$ cat config.mk
export PLATFORM = sky130hd
export DESIGN_NAME = fat16_root_directory_search_top_flat
export DESIGN_NICKNAME = d
export VERILOG_FILES = /design/src/hw/rtl/f16rds_pkg.sv /design/src/hw/rtl/f16rds_if.sv /design/src/hw/rtl/fat16_root_directory_search_top.sv /design/src/flat_wrapper.sv
export SDC_FILE = /design/constraint.sdc
export NUM_CORES = 1
export LEC_CHECK = 0
export BUFFER_PORTS_ARGS = -buffer_cell sky130_fd_sc_hd__buf_4
export CAP_MARGIN = 20
export CORE_MARGIN = 5
export CORE_UTILIZATION = 35
export CTS_BUF_LIST = sky130_fd_sc_hd__clkbuf_8
export DETAILED_ROUTE_END_ITERATION = 12
export GPL_TIMING_DRIVEN = 0
export HOLD_SLACK_MARGIN = 0.06
export SYNTH_ARGS = -nofsm -noshare
export SYNTH_HDL_FRONTEND = slang
export SYNTH_SLANG_ARGS = --single-unit
$ cat constraint.sdc
create_clock -name clk -period 22 [get_ports clk]
set_input_delay 4.4 -clock clk [delete_from_list [all_inputs] [get_ports clk]]
set_output_delay 4.4 -clock clk [all_outputs]
set_load 0.01 [all_outputs]
$ cat src/hw/rtl/f16rds_pkg.sv
// Shared types and constants of the FAT16 root directory search block.
package f16rds_pkg;

  typedef enum logic [1:0] {
    ST_FOUND     = 2'd0,
    ST_END       = 2'd1,
    ST_EXHAUSTED = 2'd2
  } status_t;

  typedef enum logic [1:0] {
    CFG_SEARCH_MODE  = 2'd0,
    CFG_TARGET_NAME  = 2'd1,
    CFG_TARGET_EXT   = 2'd2,
    CFG_TARGET_INDEX = 2'd3
  } cfg_reg_t;

  localparam int unsigned CFG_DATA_W = 64;
  localparam int unsigned NAME_W     = 64;
  localparam int unsigned EXT_W      = 24;
  localparam int unsigned ATTR_W     = 8;
  localparam int unsigned CLUSTER_W  = 16;
  localparam int unsigned SIZE_W     = 32;
  localparam int unsigned COUNT_W    = 16;

  localparam logic [7:0] LEAD_END     = 8'h00;
  localparam logic [7:0] LEAD_DELETED = 8'hE5;
  localparam logic [7:0] ATTR_LFN     = 8'h0F;
  localparam logic [7:0] ATTR_VOLUME  = 8'h08;
  localparam logic [7:0] ATTR_DIR     = 8'h10;

  localparam logic [NAME_W-1:0]  NAME_RESET  = 64'h2020_2020_2020_2020;
  localparam logic [EXT_W-1:0]   EXT_RESET   = 24'h20_2020;
  localparam logic [COUNT_W-1:0] COUNT_MAX   = '1;

endpackage

$ cat src/hw/rtl/f16rds_if.sv
// Valid/ready channel interfaces for directory entries and search results.
interface f16rds_in_if;
  logic        valid;
  logic        ready;
  logic        first_entry;
  logic        last_entry;
  logic [63:0] entry_name;
  logic [23:0] entry_ext;
  logic [7:0]  entry_attr;
  logic [15:0] entry_cluster;
  logic [31:0] entry_size;

  modport source (
    output valid, first_entry, last_entry, entry_name, entry_ext, entry_attr,
           entry_cluster, entry_size,
    input  ready
  );
  modport sink (
    input  valid, first_entry, last_entry, entry_name, entry_ext, entry_attr,
           entry_cluster, entry_size,
    output ready
  );
endinterface

interface f16rds_out_if;
  logic        valid;
  logic        ready;
  logic [1:0]  status;
  logic [15:0] found_cluster;
  logic [31:0] found_size;
  logic        is_directory;
  logic [63:0] found_name;
  logic [23:0] found_ext;

  modport source (
    output valid, status, found_cluster, found_size, is_directory, found_name,
           found_ext,
    input  ready
  );
  modport sink (
    input  valid, status, found_cluster, found_size, is_directory, found_name,
           found_ext,
    output ready
  );
endinterface

$ cat src/hw/rtl/fat16_root_directory_search_top.sv
// FAT16 root directory search: entries in, at most one found/end/exhausted word per search.
// Takes one 144-bit entry word per cycle while the entry register is empty or draining. Each
// entry is registered, classified and compared against the target name or index in one pass;
// any result enters the output register as it advances, which also frees the entry register,
// so a stalled result holds at most one more entry. A word with first_entry set starts a new
// search; after a result, later entries yield nothing until then. Configuration registers
// are written via cfg_*; the user must do so only while no search is in flight (unenforced).
module fat16_root_directory_search_top (
  input  logic                            clk,
  input  logic                            rst_n,
  input  logic                            cfg_we,
  input  logic [1:0]                      cfg_index,
  input  logic [f16rds_pkg::CFG_DATA_W-1:0] cfg_data,
  f16rds_in_if.sink                       in_ch,
  f16rds_out_if.source                    out_ch
);
  import f16rds_pkg::*;

  logic                 search_mode_r;
  logic [NAME_W-1:0]    target_name_r;
  logic [EXT_W-1:0]     target_ext_r;
  logic [COUNT_W-1:0]   target_index_r;

  logic [COUNT_W-1:0]   valid_count_r, valid_count_nxt;
  logic                 search_done_r, search_done_nxt;

  logic                 s1_valid_r;
  logic                 s1_first_r;
  logic                 s1_last_r;
  logic [NAME_W-1:0]    s1_name_r;
  logic [EXT_W-1:0]     s1_ext_r;
  logic [ATTR_W-1:0]    s1_attr_r;
  logic [CLUSTER_W-1:0] s1_cluster_r;
  logic [SIZE_W-1:0]    s1_size_r;

  logic                 out_valid_r;
  status_t              status_r, status_nxt;
  logic [CLUSTER_W-1:0] cluster_r, cluster_nxt;
  logic [SIZE_W-1:0]    size_r, size_nxt;
  logic                 is_dir_r, is_dir_nxt;
  logic [NAME_W-1:0]    name_r, name_nxt;
  logic [EXT_W-1:0]     ext_r, ext_nxt;

  logic                 adv;
  logic                 in_fire;
  logic                 s1_fire;
  logic                 res_valid;
  logic [COUNT_W-1:0]   count_eff;
  logic                 done_eff;
  logic [7:0]           lead;
  logic                 entry_ok;
  logic                 hit;

  assign adv     = !out_valid_r || out_ch.ready;
  assign s1_fire = s1_valid_r && adv;
  assign in_ch.ready = !s1_valid_r || adv;
  assign in_fire = in_ch.valid && in_ch.ready;

  always_ff @(posedge clk) begin
    if (!rst_n) begin
      search_mode_r  <= 1'b0;
      target_name_r  <= NAME_RESET;
      target_ext_r   <= EXT_RESET;
      target_index_r <= '0;
    end else if (cfg_we) begin
      case (cfg_reg_t'(cfg_index))
        CFG_SEARCH_MODE:  search_mode_r  <= cfg_data[0];
        CFG_TARGET_NAME:  target_name_r  <= cfg_data[NAME_W-1:0];
        CFG_TARGET_EXT:   target_ext_r   <= cfg_data[EXT_W-1:0];
        CFG_TARGET_INDEX: target_index_r <= cfg_data[COUNT_W-1:0];
        default: ;
      endcase
    end
  end

  always_ff @(posedge clk) begin
    if (!rst_n) begin
      s1_valid_r <= 1'b0;
    end else begin
      s1_valid_r <= in_fire || (s1_valid_r && !adv);
    end
  end

  always_ff @(posedge clk) begin
    if (in_fire) begin
      s1_first_r   <= in_ch.first_entry;
      s1_last_r    <= in_ch.last_entry;
      s1_name_r    <= in_ch.entry_name;
      s1_ext_r     <= in_ch.entry_ext;
      s1_attr_r    <= in_ch.entry_attr;
      s1_cluster_r <= in_ch.entry_cluster;
      s1_size_r    <= in_ch.entry_size;
    end
  end

  always_comb begin
    count_eff = s1_first_r ? '0 : valid_count_r;
    done_eff  = s1_first_r ? 1'b0 : search_done_r;
    lead      = s1_name_r[NAME_W-1 -: 8];
    entry_ok  = !(lead == LEAD_DELETED || s1_attr_r == ATTR_LFN ||
                  (s1_attr_r & ATTR_VOLUME) != '0);
    hit       = search_mode_r ? (count_eff == target_index_r)
                              : (s1_name_r == target_name_r && s1_ext_r == target_ext_r);

    valid_count_nxt = count_eff;
    search_done_nxt = done_eff;
    res_valid       = 1'b0;
    status_nxt      = ST_EXHAUSTED;
    cluster_nxt     = '0;
    size_nxt        = '0;
    is_dir_nxt      = 1'b0;
    name_nxt        = '0;
    ext_nxt         = '0;

    if (!done_eff) begin
      if (lead == LEAD_END) begin
        search_done_nxt = 1'b1;
        res_valid       = 1'b1;
        status_nxt      = ST_END;
      end else if (entry_ok && hit) begin
        search_done_nxt = 1'b1;
        res_valid       = 1'b1;
        status_nxt      = ST_FOUND;
        cluster_nxt     = s1_cluster_r;
        size_nxt        = s1_size_r;
        is_dir_nxt      = (s1_attr_r & ATTR_DIR) != '0;
        name_nxt        = s1_name_r;
        ext_nxt         = s1_ext_r;
      end else begin
        if (entry_ok && count_eff != COUNT_MAX) begin
          valid_count_nxt = count_eff + 1'b1;
        end
        if (s1_last_r) begin
          search_done_nxt = 1'b1;
          res_valid       = 1'b1;
          status_nxt      = ST_EXHAUSTED;
        end
      end
    end
  end

  always_ff @(posedge clk) begin
    if (!rst_n) begin
      valid_count_r <= '0;
      search_done_r <= 1'b0;
      out_valid_r   <= 1'b0;
    end else begin
      if (s1_fire) begin
        valid_count_r <= valid_count_nxt;
        search_done_r <= search_done_nxt;
      end
      if (adv) begin
        out_valid_r <= s1_fire && res_valid;
      end
    end
  end

  always_ff @(posedge clk) begin
    if (s1_fire && res_valid) begin
      status_r  <= status_nxt;
      cluster_r <= cluster_nxt;
      size_r    <= size_nxt;
      is_dir_r  <= is_dir_nxt;
      name_r    <= name_nxt;
      ext_r     <= ext_nxt;
    end
  end

  assign out_ch.valid         = out_valid_r;
  assign out_ch.status        = status_r;
  assign out_ch.found_cluster = cluster_r;
  assign out_ch.found_size    = size_r;
  assign out_ch.is_directory  = is_dir_r;
  assign out_ch.found_name    = name_r;
  assign out_ch.found_ext     = ext_r;

`ifndef SYNTHESIS
  a_result_sets_done: assert property (@(posedge clk) disable iff (!rst_n)
    s1_fire && res_valid |=> search_done_r)
    else $error("result issued without closing the search");

  a_count_monotonic: assert property (@(posedge clk) disable iff (!rst_n)
    s1_fire && !s1_first_r |=> valid_count_r >= $past(valid_count_r))
    else $error("valid entry count went down within a search");

  a_status_legal: assert property (@(posedge clk) disable iff (!rst_n)
    out_valid_r |-> (status_r == ST_FOUND || status_r == ST_END ||
                     status_r == ST_EXHAUSTED))
    else $error("illegal status code on output");

  a_miss_zero_data: assert property (@(posedge clk) disable iff (!rst_n)
    out_valid_r && status_r != ST_FOUND |->
      cluster_r == '0 && size_r == '0 && !is_dir_r && name_r == '0 && ext_r == '0)
    else $error("non-found result carries entry data");

  a_done_blocks: assert property (@(posedge clk) disable iff (!rst_n)
    s1_fire && search_done_r && !s1_first_r |=> !out_valid_r)
    else $error("result issued after search completed");
`endif

endmodule

$ cat src/flat_wrapper.sv
// flat-port wrapper written by rule: the top's interface ports become plain ports
module fat16_root_directory_search_top_flat import f16rds_pkg::*;
  (clk, rst_n, cfg_we, cfg_index, cfg_data, in_ch_valid, in_ch_first_entry, in_ch_last_entry, in_ch_entry_name, in_ch_entry_ext, in_ch_entry_attr, in_ch_entry_cluster, in_ch_entry_size, in_ch_ready, out_ch_valid, out_ch_status, out_ch_found_cluster, out_ch_found_size, out_ch_is_directory, out_ch_found_name, out_ch_found_ext, out_ch_ready);
  f16rds_in_if in_ch_i ();
  f16rds_out_if out_ch_i ();
  input  logic clk;
  input  logic rst_n;
  input  logic cfg_we;
  input  logic [1:0] cfg_index;
  input  logic [f16rds_pkg::CFG_DATA_W-1:0] cfg_data;
  input wire logic [$bits(in_ch_i.valid)-1:0] in_ch_valid;
  input wire logic [$bits(in_ch_i.first_entry)-1:0] in_ch_first_entry;
  input wire logic [$bits(in_ch_i.last_entry)-1:0] in_ch_last_entry;
  input wire logic [$bits(in_ch_i.entry_name)-1:0] in_ch_entry_name;
  input wire logic [$bits(in_ch_i.entry_ext)-1:0] in_ch_entry_ext;
  input wire logic [$bits(in_ch_i.entry_attr)-1:0] in_ch_entry_attr;
  input wire logic [$bits(in_ch_i.entry_cluster)-1:0] in_ch_entry_cluster;
  input wire logic [$bits(in_ch_i.entry_size)-1:0] in_ch_entry_size;
  output wire logic [$bits(in_ch_i.ready)-1:0] in_ch_ready;
  output wire logic [$bits(out_ch_i.valid)-1:0] out_ch_valid;
  output wire logic [$bits(out_ch_i.status)-1:0] out_ch_status;
  output wire logic [$bits(out_ch_i.found_cluster)-1:0] out_ch_found_cluster;
  output wire logic [$bits(out_ch_i.found_size)-1:0] out_ch_found_size;
  output wire logic [$bits(out_ch_i.is_directory)-1:0] out_ch_is_directory;
  output wire logic [$bits(out_ch_i.found_name)-1:0] out_ch_found_name;
  output wire logic [$bits(out_ch_i.found_ext)-1:0] out_ch_found_ext;
  input wire logic [$bits(out_ch_i.ready)-1:0] out_ch_ready;
  assign in_ch_i.valid = in_ch_valid;
  assign in_ch_i.first_entry = in_ch_first_entry;
  assign in_ch_i.last_entry = in_ch_last_entry;
  assign in_ch_i.entry_name = in_ch_entry_name;
  assign in_ch_i.entry_ext = in_ch_entry_ext;
  assign in_ch_i.entry_attr = in_ch_entry_attr;
  assign in_ch_i.entry_cluster = in_ch_entry_cluster;
  assign in_ch_i.entry_size = in_ch_entry_size;
  assign in_ch_ready = in_ch_i.ready;
  assign out_ch_valid = out_ch_i.valid;
  assign out_ch_status = out_ch_i.status;
  assign out_ch_found_cluster = out_ch_i.found_cluster;
  assign out_ch_found_size = out_ch_i.found_size;
  assign out_ch_is_directory = out_ch_i.is_directory;
  assign out_ch_found_name = out_ch_i.found_name;
  assign out_ch_found_ext = out_ch_i.found_ext;
  assign out_ch_i.ready = out_ch_ready;
  fat16_root_directory_search_top u_core (.clk(clk), .rst_n(rst_n), .cfg_we(cfg_we), .cfg_index(cfg_index), .cfg_data(cfg_data), .in_ch(in_ch_i), .out_ch(out_ch_i));
endmodule
After elaboration in Yosys (flattened, before gate mapping)

Index checks and enable logic that the tools add are counted.

Divide/modulo/power cells: 0
Magnitude comparators: 0
$mul: 0
Reductions and logical operators: 23
Bitwise gates (word level): 1
Equal/unequal tests: 9
Add/sub/neg operators: 1
Mux-type cells: 14
Shift operators: 0

Operators with widths:

| kind                  | number |
|---|---|
| $mux 16               | 5 |
| $eq 64x64->1          | 1 |
| $eq 24x24->1          | 1 |
| $add 16x1->16 const B | 1 |
| $eq 16x16->1          | 1 |
| $ne 16x16->1 const B  | 1 |
| $eq 8x4->1 const B    | 1 |
| $eq 8x8->1 const B    | 1 |
| $logic_not 8->1       | 1 |
| $reduce_and 2->1      | 4 |
| $logic_and 1x1->1     | 7 |
| $mux 1                | 7 |
| $logic_or 1x1->1      | 5 |
| $eq 2x2->1 const B    | 2 |
| $logic_not 1->1       | 4 |
| $mux 2                | 2 |
| $reduce_or 3->1       | 1 |
| $eq 2x1->1 const B    | 1 |
| $logic_not 2->1       | 1 |
| $not 1->1             | 1 |

Logic and storage cells: 69
Register bits: 409
Input port bits: 217
Memories kept: 0
Bits in writable memories: 0
Bits in latches: 0
Output and inout port bits: 141
Bits in read-only memories: 0

Logic depth before layout (Yosys ltp)

Word-level depth: 9
Depth in mapped cells: 12
Mapped depth without buffers: 9

Worst setup path before layout

OpenSTA, ideal clock, no wires.

Kind: input to register
Start point: input out_ch_ready
End point: register u_core.cluster_r[0], in the netlist u_core.out_ch.found_cluster[0], enable pin
Buffers on the path: 0
Required time: 21280 ps
Stages on the path: 4
Slack: 9551 ps
Arrival time: 11728 ps
Setup time: 720 ps
Path through: nor2b_1 nor2b_1 nand2_1 a31oi_1

Cells in the longest elaborated chain, start to end: 3

RTL lines:

| what                 | line                                   | text |
|---|---|---|
| from (decl)          | flat_wrapper.sv:27                     | `input wire logic [$bits(out_ch_i.ready)-1:0] out_ch_ready;` |
| $logic_or 1x1->1     | fat16_root_directory_search_top.sv:54  | `assign adv = !out_valid_r \|\| out_ch.ready;` |
| $logic_and 1x1->1    | fat16_root_directory_search_top.sv:55  | `assign s1_fire = s1_valid_r && adv;` |
| $logic_and 1x1->1    | fat16_root_directory_search_top.sv:159 | `if (s1_fire && res_valid) begin` |
| to (signal assigned) | fat16_root_directory_search_top.sv:161 | `cluster_r <= cluster_nxt;` |
| to (decl)            | fat16_root_directory_search_top.sv:38  | `logic [CLUSTER_W-1:0] cluster_r, cluster_nxt;` |

No other way between the ends.
A chain may end at the register's enable or synchronous reset.

Final worst setup path

Start point: input out_ch_ready
End point: output in_ch_ready

Cells in the longest elaborated chain, start to end: 2

RTL lines:

| what             | line                                  | text |
|---|---|---|
| $logic_or 1x1->1 | fat16_root_directory_search_top.sv:54 |  |
| $logic_or 1x1->1 | fat16_root_directory_search_top.sv:56 | `assign in_ch.ready = !s1_valid_r \|\| adv;` |
| to (decl)        | flat_wrapper.sv:19                    | `output wire logic [$bits(in_ch_i.ready)-1:0] in_ch_ready;` |

No other way between the ends.

==> impl_results.md <==
- CTS clk-pin slew, worst paths: 0.05 ns
- Final wirelength: 47,400 um
- IO Count: 358
- Largest net degree at the start of global routing: between 60 and 70
- Internal: between 1 and 1.5 mW
- Crit path capture type: primary output
- Skew-Pair Late Insertion Delay: about 0.63 ns
- Fin Setup TNS: 0 ns
- Worst r2r src: u_core.s1_name_r[62]
- Initial Util: 35.2%
- Initial antenna violation count: 3
- Die height: between 200 and 250 um
- Post_cts resized: 0
- PortBufs: between 300 and 400
- H-Tree Depth: 3
- Gr ovfl total: 0
- Final std cells w/o fill: around 2,300
- Detailed placer's ending HPWL: 35,600 um
- Final Cell Area: just over 0.02 mm^2
- Setup violation total in the final timing report: 0
- CP startpoint kind: input port
- Commonest non-fill, non-tap cell in the layout: buf_4
- Most frequent cells in the layout: 350 x buf_4, 279 x edfxtp_1, 241 x nand2_1, 139 x and2_1, 124 x dfxtp_1
- Relative slew slack: a little over two fifths
- 1st-iter DRT viols: about 750
- CTS tree: done
- Die W: between 200 and 250 um
- Final-stage net count: approximately 1,900
- Via count: 10,900
- Yosys warns: 0
- Hold-fix buffers at CTS: 0
- Util after Layout: 46.4%
- Syn avg cell area: 12.5 um^2
- Synthesized netlist cell count: 1,245
- Crit Path Class: in -> out
- Final Power: approximately 1.6 mW
- Global-route wire length before repair: about 68,000 um
- Status: finished, final reports clean
- R2R depth: 9
- Ratio of cells with drive above 1 in the final layout: 27.2%
- Leak pwr: about 7.7 nW
- GRT Total Usage: about a fifth
- Sw power: between 0.3 and 0.4 mW
- Clock skew: a little under 0.03 ns
- Placer Congestion: between 0.8 and 0.9
- # rows: between 70 and 80
- Final Hold Fails: 0
- Worst VDD drop: between 0.00004 and 0.00005 V
- Netlist cell types: 43
- Root Buffer: clkbuf_8
- Remaining DRCs: 0
- Syn-to-layout area delta: 31.9%
- Vias in the first global route: between 10,000 and 15,000
- Seq/Total Area, Yosys: 70.0%
- Clock share of power: between 40% and 50%
- Logic pwr share: under 10%
- Crit path DAT: approximately 5.1 ns
- Sw Share: a little under a quarter
- Critical Path Start: out_ch_ready
- Worst Min Path Start: u_core.target_name_r[12]
- Period utilisation layout: between 40% and 50%
- Num CTS Buffers: around 70
- Diode count: 0
- Fmax: between 100 and 150 MHz
- DRT Pass-1 Iters: 5
- Power density over cell area: about 80 mW/mm^2
- Hold WC Path Type: reg -> reg
- WL per Instance: roughly 20 um
- Max-cap violations: 0
- Unrepaired setup endpoints after global routing: no
- Via density per instance: 4.67
- Part of the power in registers: 52.5%
- CTS sink cnt: just over 400
- Min Tclk post-route: approximately 9.5 ns
- DIE AREA: about 0.05 mm^2
- Slew Limit Fails: 0
- Post-placement cell area: roughly 0.019 mm^2
- Pin slew with the least headroom to its limit: about 0.86 ns
- Post-route antenna net violation count: 0
- Req. time, crit path: around 18 ns
- Postcts setup bufs: 0
- Synth Register Bits: roughly 400
- Worst-path fanout max: 5
- Hold depth: 2
- Syn Nets: ~1,500
- Placed cells: 2,195
- Clk buf depth: 3
- Mapped cell area: ~0.016 mm^2
- Core Box Area: between 0.04 and 0.05 mm^2
flip-flops by register name, indices dropped and copies added, names as in the netlist:
register	cells
u_core.s1_cluster_r	16
u_core.search_mode_r	1
u_core.s1_attr_r	2
u_core.valid_count_r	16
u_core.s1_size_r	32
u_core.out_ch.status	2
u_core.s1_valid_r	1
u_core.target_index_r	16
u_core.s1_last_r	1
u_core.out_ch.valid	1
u_core.s1_name_r	64
u_core.s1_ext_r	24
u_core.out_ch.found_ext	24
u_core.target_name_r	64
u_core.target_ext_r	24
u_core.search_done_r	1
u_core.out_ch.is_directory	1
u_core.out_ch.found_name	64
u_core.s1_first_r	1
u_core.out_ch.found_cluster	16
u_core.out_ch.found_size	32
cell usage after synthesis:
library cell | n | share of area, %
nand2b_1 | 4 | 0.16
a22o_1 | 1 | 0.056
o21ai_0 | 1 | 0.032
nor4bb_1 | 8 | 0.52
a41o_1 | 1 | 0.065
nand2_1 | 241 | 5.8
and4_1 | 1 | 0.056
clkbuf_1 | 48 | 1.2
or3_1 | 4 | 0.16
nand4_1 | 23 | 0.93
xnor2_1 | 68 | 3.8
edfxtp_1 | 279 | 54
o211ai_1 | 1 | 0.048
nand3b_1 | 1 | 0.048
nand4b_1 | 3 | 0.17
nor3_1 | 6 | 0.19
xor2_1 | 28 | 1.6
a211oi_2 | 1 | 0.081
nor2_1 | 28 | 0.68
and3b_1 | 1 | 0.056
clkinv_1 | 1 | 0.024
a31oi_1 | 9 | 0.36
or2_2 | 1 | 0.040
ha_1 | 1 | 0.081
and3_1 | 9 | 0.36
buf_1 | 2 | 0.048
nor2b_1 | 6 | 0.24
a211o_1 | 1 | 0.056
nor3b_1 | 2 | 0.097
o21a_1 | 2 | 0.097
o32ai_1 | 8 | 0.45
a31o_2 | 4 | 0.23
and4b_1 | 1 | 0.065
inv_1 | 3 | 0.073
nor4_1 | 10 | 0.40
buf_2 | 16 | 0.52
or2_1 | 1 | 0.040
nand3_1 | 45 | 1.5
mux2i_1 | 13 | 0.84
dfxtp_1 | 124 | 16
a21oi_1 | 97 | 3.1
and2_1 | 140 | 5.6
or4_1 | 1 | 0.048
through the flow:
| step | setup slack [ns] | hold WS [ns] |
|---|---|---|
| floorplan | 9.55 | 0.448 |
| global placement | 5.13 | 0.454 |
| detailed placement | 12.52 | 0.459 |
| CTS | 12.51 | 0.467 |
| global route | 12.44 | 0.482 |
| finish | 12.53 | 0.464 |
power groups by stage:
stage | clock network [mW] | logic [mW] | registers [mW]
floorplan | 0 | 0.0409 | 0.881
global placement | 0 | 0.112 | 0.885
detailed placement | 0 | 0.117 | 0.878
CTS | 0.686 | 0.118 | 0.862
global route | 0.724 | 0.126 | 0.864
finish | 0.664 | 0.116 | 0.862
kinds of logic after synthesis:
logic type	synth area share [%]
AO/OA/AOI/OAI	4.61
adder cells (fa/ha/maj)	0.0807
AND/OR/NAND/NOR	17.2
multiplexers	0.839
buffers and inverters	1.82
flip-flops	70.0
XOR/XNOR	5.42
path summary, 6_finish.rpt:
path | slack, ns | end
worst max-delay path | 12.53 | in_ch_ready
worst min-delay path | 0.46 | u_core.target_name_r[12]
worst max register to register | 18.05 | u_core.out_ch.found_name[41]
worst min register to register | 0.46 | u_core.target_name_r[12]
metal layers:
metal,vias to the layer above,part of all wire (%),global-route usage [%]
met1,5207,41,23.3
li1,5233,-,-
met5,-,0.099,0
met4,6,2.2,5.50
met3,69,7.1,5.60
met2,352,50,32.2
area by class of cell:
| type | count | area (um^2) |
|---|---|---|
| buffer | 66 | 268 |
| clock buffer | 75 | 1030 |
| clock inverter | 55 | 327 |
| fill | 4020 | 23600 |
| inverter | 4 | 15.0 |
| multi-input combinational | 772 | 4380 |
| sequential | 403 | 10900 |
| tap | 592 | 741 |
| timing repair buffer | 358 | 2830 |
worst max-delay path, cell delays in order:
cell and delay, ns:
buf_4 0.11, nor2b_1 0.28, nand2_1 0.12, buf_4 0.16
Power figures use the tool's default switching activity.
